[src/sv/asmc_pkg.sv]
`default_nettype none
package asmc_pkg;

  typedef enum logic [1:0] {
    OP_MUL,
    OP_MOD,
    OP_SQRT
  } unit_op_t;

  typedef struct packed {
    logic     start;
    unit_op_t op;
  } unit_req_t;

  localparam int unsigned IndexWidth = 3;

  localparam logic [IndexWidth-1:0] REG_SURFACE_SLOPE = 3'd0;
  localparam logic [IndexWidth-1:0] REG_LINEAR_GAIN   = 3'd1;
  localparam logic [IndexWidth-1:0] REG_ADAPT_STEP    = 3'd2;
  localparam logic [IndexWidth-1:0] REG_GAIN_FLOOR    = 3'd3;
  localparam logic [IndexWidth-1:0] REG_SURFACE_BAND  = 3'd4;
  localparam logic [IndexWidth-1:0] REG_WRAP_ENABLE   = 3'd5;
  localparam logic [IndexWidth-1:0] REG_INPUT_LOW     = 3'd6;
  localparam logic [IndexWidth-1:0] REG_INPUT_HIGH    = 3'd7;

  localparam logic [30:0] SLOPE_RESET = 31'd65536;

endpackage
`default_nettype wire

[src/sv/asmc_unit.sv]
`default_nettype none
// Shared bit-serial unit: shift-add multiply, restoring remainder and
// digit-by-digit square root, one result bit per cycle through one adder.
module asmc_unit (
  input  wire logic              clk,
  input  wire logic              rst,
  input  wire asmc_pkg::unit_req_t req,
  input  wire logic [63:0]       a,
  input  wire logic [47:0]       b,
  output logic                   done,
  output logic [79:0]            res
);

  asmc_pkg::unit_op_t op;
  logic [49:0] hi;
  logic [63:0] lo;
  logic [47:0] m;
  logic [31:0] q;
  logic [5:0]  cnt;
  logic        busy;

  logic [33:0] mod_t;
  logic [35:0] sqrt_t;
  logic [49:0] x;
  logic [49:0] y;
  logic        sub;
  logic [49:0] sum;

  always_comb begin
    mod_t  = {hi[32:0], lo[63]};
    sqrt_t = {hi[33:0], lo[63:62]};
    x   = hi;
    y   = '0;
    sub = 1'b0;
    case (op)
      asmc_pkg::OP_MUL: begin
        x = hi;
        y = lo[0] ? {2'b0, m} : 50'd0;
      end
      asmc_pkg::OP_MOD: begin
        x   = {16'b0, mod_t};
        y   = {17'b0, m[32:0]};
        sub = 1'b1;
      end
      asmc_pkg::OP_SQRT: begin
        x   = {14'b0, sqrt_t};
        y   = {16'b0, q, 2'b01};
        sub = 1'b1;
      end
      default: begin
        x = hi;
      end
    endcase
    sum = x + (sub ? ~y : y) + {49'b0, sub};
  end

  always_ff @(posedge clk) begin
    done <= 1'b0;
    if (rst) begin
      busy <= 1'b0;
      cnt  <= '0;
      op   <= asmc_pkg::OP_MUL;
    end else if (req.start) begin
      op   <= req.op;
      m    <= b;
      hi   <= '0;
      q    <= '0;
      busy <= 1'b1;
      cnt  <= (req.op == asmc_pkg::OP_MOD) ? 6'd33 : 6'd32;
      case (req.op)
        asmc_pkg::OP_MUL:  lo <= {32'b0, a[31:0]};
        asmc_pkg::OP_MOD:  lo <= {a[32:0], 31'b0};
        default:           lo <= a;
      endcase
    end else if (busy) begin
      case (op)
        asmc_pkg::OP_MUL: begin
          hi <= {1'b0, sum[49:1]};
          lo <= {32'b0, sum[0], lo[31:1]};
        end
        asmc_pkg::OP_MOD: begin
          hi <= sum[49] ? {16'b0, mod_t} : sum;
          lo <= {lo[62:0], 1'b0};
        end
        default: begin
          hi <= sum[49] ? {14'b0, sqrt_t} : sum;
          q  <= {q[30:0], ~sum[49]};
          lo <= {lo[61:0], 2'b0};
        end
      endcase
      cnt <= cnt - 6'd1;
      if (cnt == 6'd1) begin
        busy <= 1'b0;
        done <= 1'b1;
      end
    end
  end

  always_comb begin
    case (op)
      asmc_pkg::OP_MUL: res = {hi[47:0], lo[31:0]};
      asmc_pkg::OP_MOD: res = {47'b0, hi[32:0]};
      default:          res = {48'b0, q};
    endcase
  end

`ifndef SYNTHESIS
  a_start_idle: assert property (@(posedge clk) disable iff (rst)
    req.start |-> !busy) else $error("unit started while busy");
  a_done_idle: assert property (@(posedge clk) disable iff (rst)
    done |-> !busy) else $error("unit done while still busy");
  a_count_live: assert property (@(posedge clk) disable iff (rst)
    busy |-> cnt != 6'd0) else $error("unit busy with zero count");
  a_done_after_busy: assert property (@(posedge clk) disable iff (rst)
    done |-> $past(busy)) else $error("unit done without work");
`endif

endmodule
`default_nettype wire

[src/sv/adaptive_sliding_mode_controller_top.sv]
`default_nettype none
// Each accepted word runs through the shared bit-serial unit in turn: three multiplies,
// a square root and a remainder (fold only), with the other steps in their own states.
// A new word is accepted only once the previous result has been loaded into the output
// register, so a result word that waits on out_ready also holds off the input.
// Reset (rst, synchronous, active high) restores the register defaults and
// clears the kept error, the adaptive gain and out_valid and returns the block to idle.
module adaptive_sliding_mode_controller_top (
  input  wire logic                            clk,
  input  wire logic                            rst,
  input  wire logic                            in_valid,
  output logic                                 in_ready,
  input  wire logic signed [31:0]              target,
  input  wire logic signed [31:0]              measured,
  output logic                                 out_valid,
  input  wire logic                            out_ready,
  output logic signed [31:0]                   drive,
  output logic signed [31:0]                   tracking_error,
  input  wire logic                            cfg_write,
  input  wire logic [asmc_pkg::IndexWidth-1:0] cfg_index,
  input  wire logic [31:0]                     cfg_data
);

  typedef enum logic [3:0] {
    S_IDLE, S_WRAP, S_MOD, S_ESAT, S_SURF, S_GAIN, S_ROOT, S_KMUL, S_LMUL, S_FINAL
  } state_t;

  // Saturate a wide signed value to the 32-bit output range.
  function automatic logic [31:0] sat32(input logic signed [42:0] v);
    logic [31:0] r;
    begin
      if (v > 43'sh0007FFFFFFF) r = 32'h7FFF_FFFF;
      else if (v < -43'sh00080000000) r = 32'h8000_0000;
      else r = v[31:0];
      return r;
    end
  endfunction

  // Products are capped at 2^40 so the final sum cannot wrap.
  function automatic logic [40:0] clamp40(input logic [63:0] v);
    begin
      return (v > 64'h100_0000_0000) ? 41'h100_0000_0000 : v[40:0];
    end
  endfunction

  state_t state;

  // Configuration registers.
  logic [30:0]        surface_slope;
  logic [30:0]        linear_gain;
  logic [30:0]        adapt_step;
  logic [30:0]        gain_floor;
  logic [30:0]        surface_band;
  logic               wrap_enable;
  logic signed [31:0] input_low;
  logic signed [31:0] input_high;

  // Controller state kept across words.
  logic signed [31:0] previous_error;
  logic signed [31:0] adaptive_gain;

  // Per-word working registers.
  logic signed [32:0] err_raw;
  logic [32:0]        err_mag;
  logic signed [33:0] err_wide;
  logic signed [32:0] delta;
  logic               err_neg;
  logic [47:0]        surf_mag;
  logic               surf_neg;
  logic               surf_nz;
  logic [40:0]        root_term;
  logic [40:0]        lin_term;
  logic [31:0]        err_out;

  asmc_pkg::unit_req_t req;
  logic [63:0]         unit_a;
  logic [47:0]         unit_b;
  logic                unit_done;
  logic [79:0]         unit_res;

  asmc_unit u_unit (
    .clk  (clk),
    .rst  (rst),
    .req  (req),
    .a    (unit_a),
    .b    (unit_b),
    .done (unit_done),
    .res  (unit_res)
  );

  // Combinational helpers for the step-by-step datapath.
  logic signed [32:0] err_in;
  logic signed [32:0] span;
  logic               span_pos;
  logic [32:0]        folded;
  logic [31:0]        err_sat;
  logic [31:0]        err_sat_mag;
  logic signed [48:0] surf;
  logic [47:0]        t1_wide;
  logic               gain_high;
  logic signed [32:0] gain_sum;
  logic [31:0]        gain_new;
  logic [31:0]        gain_mag;
  logic signed [42:0] total;
  logic signed [42:0] term_a;
  logic signed [42:0] term_b;

  assign in_ready = (state == S_IDLE);

  always_comb begin
    err_in   = {target[31], target} - {measured[31], measured};
    span     = {input_high[31], input_high} - {input_low[31], input_low};
    span_pos = !span[32] && (span != 33'sd0);
    folded   = span - unit_res[32:0];
    err_sat  = sat32({{9{err_wide[33]}}, err_wide});
    err_sat_mag = err_sat[31] ? (32'd0 - err_sat) : err_sat;
    t1_wide  = unit_res[63:16];
    surf     = (err_neg ? -$signed({2'b0, t1_wide[46:0]}) : $signed({2'b0, t1_wide[46:0]}))
               + {{16{delta[32]}}, delta};
    gain_high = adaptive_gain > $signed({1'b0, gain_floor});
    if (gain_high) begin
      if (surf_mag > {17'b0, surface_band}) begin
        gain_sum = {adaptive_gain[31], adaptive_gain} + $signed({2'b0, adapt_step});
      end else if (surf_mag < {17'b0, surface_band}) begin
        gain_sum = {adaptive_gain[31], adaptive_gain} - $signed({2'b0, adapt_step});
      end else begin
        gain_sum = {adaptive_gain[31], adaptive_gain};
      end
    end else begin
      gain_sum = {adaptive_gain[31], adaptive_gain} + $signed({2'b0, gain_floor});
    end
    gain_new = sat32({{10{gain_sum[32]}}, gain_sum});
    gain_mag = adaptive_gain[31] ? (32'd0 - adaptive_gain) : adaptive_gain;
    term_a   = (adaptive_gain[31] != surf_neg) ? -$signed({2'b0, root_term})
                                               : $signed({2'b0, root_term});
    term_b   = surf_neg ? -$signed({2'b0, lin_term}) : $signed({2'b0, lin_term});
    total    = surf_nz ? (term_a + term_b) : 43'sd0;
  end

  // Unit requests are issued from the state in which the operands are ready.
  always_comb begin
    req.start = 1'b0;
    req.op    = asmc_pkg::OP_MUL;
    unit_a    = '0;
    unit_b    = '0;
    case (state)
      S_WRAP: begin
        req.op = asmc_pkg::OP_MOD;
        unit_a = {31'b0, err_mag};
        unit_b = {15'b0, span};
        req.start = wrap_enable && span_pos &&
                    ({err_mag, 1'b0} > {1'b0, span});
      end
      S_ESAT: begin
        req.start = 1'b1;
        unit_a = {32'b0, err_sat_mag};
        unit_b = {17'b0, surface_slope};
      end
      S_GAIN: begin
        req.start = 1'b1;
        req.op = asmc_pkg::OP_SQRT;
        unit_a = {surf_mag, 16'b0};
      end
      S_ROOT: begin
        req.start = unit_done;
        unit_a = {32'b0, gain_mag};
        unit_b = {16'b0, unit_res[31:0]};
      end
      S_KMUL: begin
        req.start = unit_done;
        unit_a = {33'b0, linear_gain};
        unit_b = surf_mag;
      end
      default: begin
        req.start = 1'b0;
      end
    endcase
  end

  always_ff @(posedge clk) begin
    if (rst) begin
      state          <= S_IDLE;
      out_valid      <= 1'b0;
      surface_slope  <= asmc_pkg::SLOPE_RESET;
      linear_gain    <= '0;
      adapt_step     <= '0;
      gain_floor     <= '0;
      surface_band   <= '0;
      wrap_enable    <= 1'b0;
      input_low      <= '0;
      input_high     <= '0;
      previous_error <= '0;
      adaptive_gain  <= '0;
    end else begin
      // The final state reloads the result word itself, so only clear it elsewhere.
      if (out_valid && out_ready && state != S_FINAL) begin
        out_valid <= 1'b0;
      end
      if (cfg_write) begin
        // Any register write restarts the adaptation from zero.
        previous_error <= '0;
        adaptive_gain  <= '0;
        case (cfg_index)
          asmc_pkg::REG_SURFACE_SLOPE: surface_slope <= cfg_data[30:0];
          asmc_pkg::REG_LINEAR_GAIN:   linear_gain   <= cfg_data[30:0];
          asmc_pkg::REG_ADAPT_STEP:    adapt_step    <= cfg_data[30:0];
          asmc_pkg::REG_GAIN_FLOOR:    gain_floor    <= cfg_data[30:0];
          asmc_pkg::REG_SURFACE_BAND:  surface_band  <= cfg_data[30:0];
          asmc_pkg::REG_WRAP_ENABLE:   wrap_enable   <= cfg_data[0];
          asmc_pkg::REG_INPUT_LOW:     input_low     <= cfg_data;
          asmc_pkg::REG_INPUT_HIGH:    input_high    <= cfg_data;
          default:                     wrap_enable   <= wrap_enable;
        endcase
      end
      case (state)
        S_IDLE: begin
          if (in_valid) begin
            err_raw <= err_in;
            err_mag <= err_in[32] ? (33'd0 - err_in) : err_in;
            state   <= S_WRAP;
          end
        end
        S_WRAP: begin
          // Fold only when the error is more than half the span away.
          if (req.start) begin
            state <= S_MOD;
          end else begin
            err_wide <= {err_raw[32], err_raw};
            state    <= S_ESAT;
          end
        end
        S_MOD: begin
          if (unit_done) begin
            // folded = span * (|e| / span + 1) - |e| = span - (|e| mod span)
            err_wide <= (!err_raw[32] && err_raw != 33'sd0) ? -$signed({1'b0, folded})
                                                            : $signed({1'b0, folded});
            state <= S_ESAT;
          end
        end
        S_ESAT: begin
          delta          <= $signed({err_sat[31], err_sat}) -
                            $signed({previous_error[31], previous_error});
          previous_error <= err_sat;
          err_out        <= err_sat;
          err_neg        <= err_sat[31];
          state          <= S_SURF;
        end
        S_SURF: begin
          if (unit_done) begin
            surf_neg <= surf[48];
            surf_mag <= surf[48] ? 48'(-surf) : surf[47:0];
            surf_nz  <= (surf != 49'sd0);
            state    <= S_GAIN;
          end
        end
        S_GAIN: begin
          adaptive_gain <= gain_new;
          state         <= S_ROOT;
        end
        S_ROOT: begin
          if (unit_done) begin
            state <= S_KMUL;
          end
        end
        S_KMUL: begin
          if (unit_done) begin
            root_term <= clamp40({16'b0, unit_res[63:16]});
            state     <= S_LMUL;
          end
        end
        S_LMUL: begin
          if (unit_done) begin
            lin_term <= clamp40(unit_res[79:16]);
            state    <= S_FINAL;
          end
        end
        S_FINAL: begin
          if (!out_valid || out_ready) begin
            drive          <= sat32(total);
            tracking_error <= err_out;
            out_valid      <= 1'b1;
            state          <= S_IDLE;
          end
        end
        default: begin
          state <= S_IDLE;
        end
      endcase
    end
  end

`ifndef SYNTHESIS
  a_out_hold: assert property (@(posedge clk) disable iff (rst)
    out_valid && !out_ready |=> out_valid) else $error("result word dropped");
  a_ready_idle: assert property (@(posedge clk) disable iff (rst)
    in_ready |-> !req.start) else $error("unit started while idle");
  a_final_to_idle: assert property (@(posedge clk) disable iff (rst)
    state == S_FINAL && out_ready |=> state == S_IDLE && out_valid)
    else $error("result word not produced");
`endif

endmodule
`default_nettype wire

[config.mk]
export PLATFORM = sky130hd
export DESIGN_NAME = adaptive_sliding_mode_controller_top
export DESIGN_NICKNAME = d
export VERILOG_FILES = /design/src/sv/asmc_pkg.sv /design/src/sv/asmc_unit.sv /design/src/sv/adaptive_sliding_mode_controller_top.sv
export SDC_FILE = /design/constraint.sdc
export NUM_CORES = 2
export LEC_CHECK = 0
export BUFFER_PORTS_ARGS = -buffer_cell sky130_fd_sc_hd__buf_2
export CORE_MARGIN = 2
export CORE_UTILIZATION = 43
export DETAILED_ROUTE_END_ITERATION = 7
export HOLD_SLACK_MARGIN = 0.02
export PLACE_DENSITY_LB_ADDON = 0.15
export SETUP_SLACK_MARGIN = 0.02
export SLEW_MARGIN = 20
export SYNTH_ARGS = -nofsm -noshare
export SYNTH_HDL_FRONTEND = slang
export SYNTH_SLANG_ARGS = --single-unit
[constraint.sdc]
create_clock -name clk -period 13.5 [get_ports clk]
set_clock_uncertainty 0.05 [all_clocks]
set_input_delay 3.375 -clock clk [delete_from_list [all_inputs] [get_ports clk]]
set_output_delay 3.375 -clock clk [all_outputs]
set_load 0.02 [all_outputs]
==> implementation parameters <==
Parameter                              Value

Outcome
  Run status ... finished with violations
  Failing checks ... DRC

Yosys
  Sequential cell area fraction in the yosys report ... between 30% and 40%
  Post-synthesis cell count ... between 7000 and 8000
  Unique masters post-synth ... around 100
  Area of the mapped netlist ... between 60000 and 70000 µm²
  EDFF count, synth ... roughly 550
  Number of warnings printed during yosys synthesis ... 0
  Post-synth top flop ... sky130_fd_sc_hd__edfxtp_1
  Count of state elements after synthesis ... approximately 850
  Synth async-reset ratio ... 0%
  Average size of a mapped cell ... 8.266 µm²
  Net count of the mapped netlist ... 8524

Pwr
  Net switching fraction of the power ... 43.53%
  Internal power ... 7.086 mW
  Portion of total power attributed to the clock network ... between 20% and 30%
  Total net switching power ... 5.463 mW
  Power density cells ... 173.7 nW/µm²
  Seq pwr share ... between 20% and 30%
  Share of total power in combinational logic ... between 40 and 50%
  Peak ir drop on the vdd network ... ~0.00011 V
  Leakage Power ... around 28 nW
  Total power consumption of the routed design ... 12.55 mW

Clock tree
  Clock insertion delay at the later pin of the skew report ... 0.75 ns
  Clock tree from TritonCTS ... built
  H-tree levels ... 3
  Number of buffers inserted during clock tree synthesis ... 100
  Clk buf depth ... 3
  Num Clock Sinks ... between 800 and 900
  Buffer type at the clock tree root ... sky130_fd_sc_hd__clkbuf_16
  Post-cts hold buffer count ... 0
  Cells resized by post-CTS repair ... 0
  Buffer count from post-CTS setup fixing ... 0
  Register clock-pin slew on the reported worst setup and hold paths ... about 0.060 ns

Critical path
  Cell seen most often among critical-path stages ... sky130_fd_sc_hd__buf_4
  Required time of the worst setup path ... around 14 ns
  CP Capture Type ... register
  Critical path's largest stage delay ... ~0.73 ns
  Critical path data arrival time ... roughly 9.4 ns
  Critical path type ... reg2reg
  Path depth of the worst reg2reg path ... 27
  CP max FO ... just under 80
  Type of element launching the critical path ... register
  End of the worst register-to-register path ... surf_mag[29]
  Standard cell with the maximum stage delay on the critical path ... sky130_fd_sc_hd__ha_4
  FF-to-FF setup slack ... between 4 and 5 ns
  Launch instance of the worst register-to-register path ... u_unit.op[1]

Floorplan
  X dimension of the die ... slightly below 400 µm
  I/O pins ... 170
  Die Y ... ~400 µm
  Number of cell rows ... around 140
  Die area ... 155900 µm²
  Effective utilization at floorplan ... a little over two fifths
  Floorplan core area ... between 150000 and 200000 µm²

STA
  Worst-margin pin slew ... roughly 1.3 ns
  Final Hold Fails ... 0
  Maximum operating frequency ... ~110 MHz
  Setup TNS ... 0 ns
  Setup repair after global routing missed its margin ... false
  Final critical delay including setup and external delays ... 8.978 ns
  Final slew viol count ... 0
  Min setup slack post-route ... 4.522 ns
  Remaining max-slew budget at the tightest pin ... between 10% and 20%
  Final setup violation count ... 0
  Worst hold slack across all endpoints ... between 0.3 and 0.4 ns
  Share of the cycle needed by the critical path after routing ... 66.51%

Global routing
  Initial antenna violation count ... 11
  First-pass GRT wire length ... around 380000 µm
  Maximum number of pins on one net before global-route repair ... 86
  Number of global-route vias before repair ... approximately 57000
  Overall fraction of global-route tracks in use ... 32.32%
  Total congestion overflow ... 0

Run
  Max-Cap Viols ... 0

Placement
  Setup slack at placement ... 4.395 ns
  Placed Area ... ~70000 µm²
  Count of placed standard cells including taps ... around 9800
  RePlAce Congestion ... approximately 1
  Sum of net half-perimeters after detailed placement ... about 200000 µm
  Port-buffer cells ... between 150 and 200

Route
  Starting DRC count in detailed routing ... 6681
  Detail Route Antenna Nets ... 0
  Final routed wire length divided by cell count ... 26.08 µm
  DR WL met3 ... around 21000 µm
  Vias per Instance ... between 6 and 7
  Number of design rule violations left after detail routing ... 1
  Via count of the routed design ... slightly above 60000
  Final wirelength ... roughly 260000 µm
  Number of iterations in the first detailed-routing pass ... 8
  Post-Route M1 WL ... ~110000 µm
  DR top layer ... met5
  WL met2 ... roughly 120000 µm

Finish
  Utilization after layout ... 47.61%
  Area growth, synth to finish ... 9.990%
  Share of final-layout standard cells stronger than drive strength 1 ... 7.905%
  Final net count ... about 8500
  Final non-filler cell total ... between 10000 and 15000
  Final standard cell area without fillers ... just over 70000 µm²

Worst hold path
  Destination of the worst hold path ... tracking_error[20]
  Launch point of the worst hold path ... err_out[20]
  Worst min-delay path class ... reg2reg
  Cell depth of the worst min-delay path ... 0
[state kept, by name, indices dropped and copies added (netlist names), 33 cells and up]
| register | cells |
|---|---|
| u_unit.lo | 64 |
| u_unit.hi | 49 |
| surf_mag | 48 |
| u_unit.m | 48 |
| lin_term | 41 |
| root_term | 41 |
| err_wide | 34 |
| delta | 33 |
| err_raw | 33 |
[cell usage in the layout, fill, tap and decap left out, types with 59 or more instances in the layout]
master,n
sky130_fd_sc_hd__a211oi_1,71
sky130_fd_sc_hd__a21o_1,181
sky130_fd_sc_hd__a21oi_1,811
sky130_fd_sc_hd__a22oi_1,145
sky130_fd_sc_hd__a31oi_1,89
sky130_fd_sc_hd__and2_1,69
sky130_fd_sc_hd__and3_1,74
sky130_fd_sc_hd__buf_2,169
sky130_fd_sc_hd__buf_4,142
sky130_fd_sc_hd__clkbuf_16,102
sky130_fd_sc_hd__dfxtp_1,298
sky130_fd_sc_hd__edfxtp_1,553
sky130_fd_sc_hd__ha_1,462
sky130_fd_sc_hd__inv_1,414
sky130_fd_sc_hd__nand2_1,1063
sky130_fd_sc_hd__nand2b_1,64
sky130_fd_sc_hd__nand3_1,162
sky130_fd_sc_hd__nand4_1,71
sky130_fd_sc_hd__nor2_1,598
sky130_fd_sc_hd__nor2b_1,68
sky130_fd_sc_hd__nor3_1,165
sky130_fd_sc_hd__nor4_1,59
sky130_fd_sc_hd__o211ai_1,70
sky130_fd_sc_hd__o21a_1,67
sky130_fd_sc_hd__o21ai_0,454
sky130_fd_sc_hd__o21bai_1,65
sky130_fd_sc_hd__o31ai_1,83
sky130_fd_sc_hd__xnor2_1,368
sky130_fd_sc_hd__xor2_1,214
[cells in the mapped netlist (all sizes together) (71+ instances only)]
cell type,number,area share [%]
nand4,71,0.68
o21ai,459,3.5
nand3,162,1.2
edfxtp,553,25
a21o,183,2.1
o31ai,83,0.95
a31oi,90,0.86
and2,74,0.71
inv,414,2.4
xnor2,368,4.9
xor2,215,2.9
a211oi,74,0.85
ha,464,8.8
a22oi,145,1.7
a21oi,816,6.2
nor3,172,1.3
nand2,1066,6.1
dfxtp,299,9.1
clkbuf,411,2.3
nor2,611,3.5
and3,74,0.70
[cell type report]
| class | instances | area [µm²] |
|---|---|---|
| Tap cell | 2030 | 2540 |
| Timing Repair Buffer | 313 | 1954 |
| Fill cell | 14975 | 79490 |
| Clock buffer | 142 | 2873 |
| Inverter | 416 | 1562 |
| Clock inverter | 45 | 613.1 |
| Multi-Input combinational cell | 6227 | 40090 |
| Antenna cell | 6 | 15.01 |
| Sequential cell | 852 | 22590 |
[worst max-delay path, delay by kind of cell (launching register included)]
kind,cells,cell delay [ns]
AOI/OAI and AO/OA,10,2.15
xor gates and xnor gates,2,0.37
adders and majority gates,2,1.12
buffers and inverters,5,1.83
DFF,1,0.33
and+or+nand+nor,8,2.70
[power by group through the flow]
stage / Combinational (mW) / Sequential (mW) / Clock, mW
2_1_floorplan: 4.14 / 3.44 / 0
3_3_place_gp: 5.84 / 3.61 / 0
3_5_place_dp: 5.88 / 3.61 / 0
4_1_cts: 5.92 / 3.55 / 2.96
5_1_grt: 6.55 / 3.57 / 3.05
6_report: 6.07 / 3.56 / 2.92
[logic make-up after synthesis]
logic type               Yosys count  share of synthesized area [%]
buffers and inverters            867                          4.984
XOR/XNOR                         583                          7.774
AO/OA/AOI/OAI                   2500                          24.69
AND/OR/NAND/NOR                 2634                          18.43
flip-flops                       852                          34.40
multiplexers                      35                         0.5677
adder cells (fa/ha/maj)          475                          9.159
[worst max-delay path by stage]
stage | startpoint | to | slack (ns) | depth (start not counted)
final | u_unit.op[1] | surf_mag[29] | 4.52 | 27
after global routing | u_unit.op[1] | surf_mag[47] | 4.09 | 27
after CTS | u_unit.op[1] | surf_mag[29] | 4.32 | 27
after detailed placement | u_unit.op[1] | surf_mag[29] | 4.40 | 27
after global placement | u_unit.op[1] | surf_mag[31] | 4.51 | 27
after floorplan | input_high[0] | u_unit.hi[0] | 2.82 | 24
[layer usage]
| metal | GRT usage, % | up-vias |
|---|---|---|
| met2 | 49.97 | 2625 |
| met3 | 5.846 | 566 |
| met4 | 18.06 | 8 |
| met1 | 42.55 | 29660 |
| met5 | 0 | - |
| li1 | - | 28894 |
(Power assumes the default switching activity.)
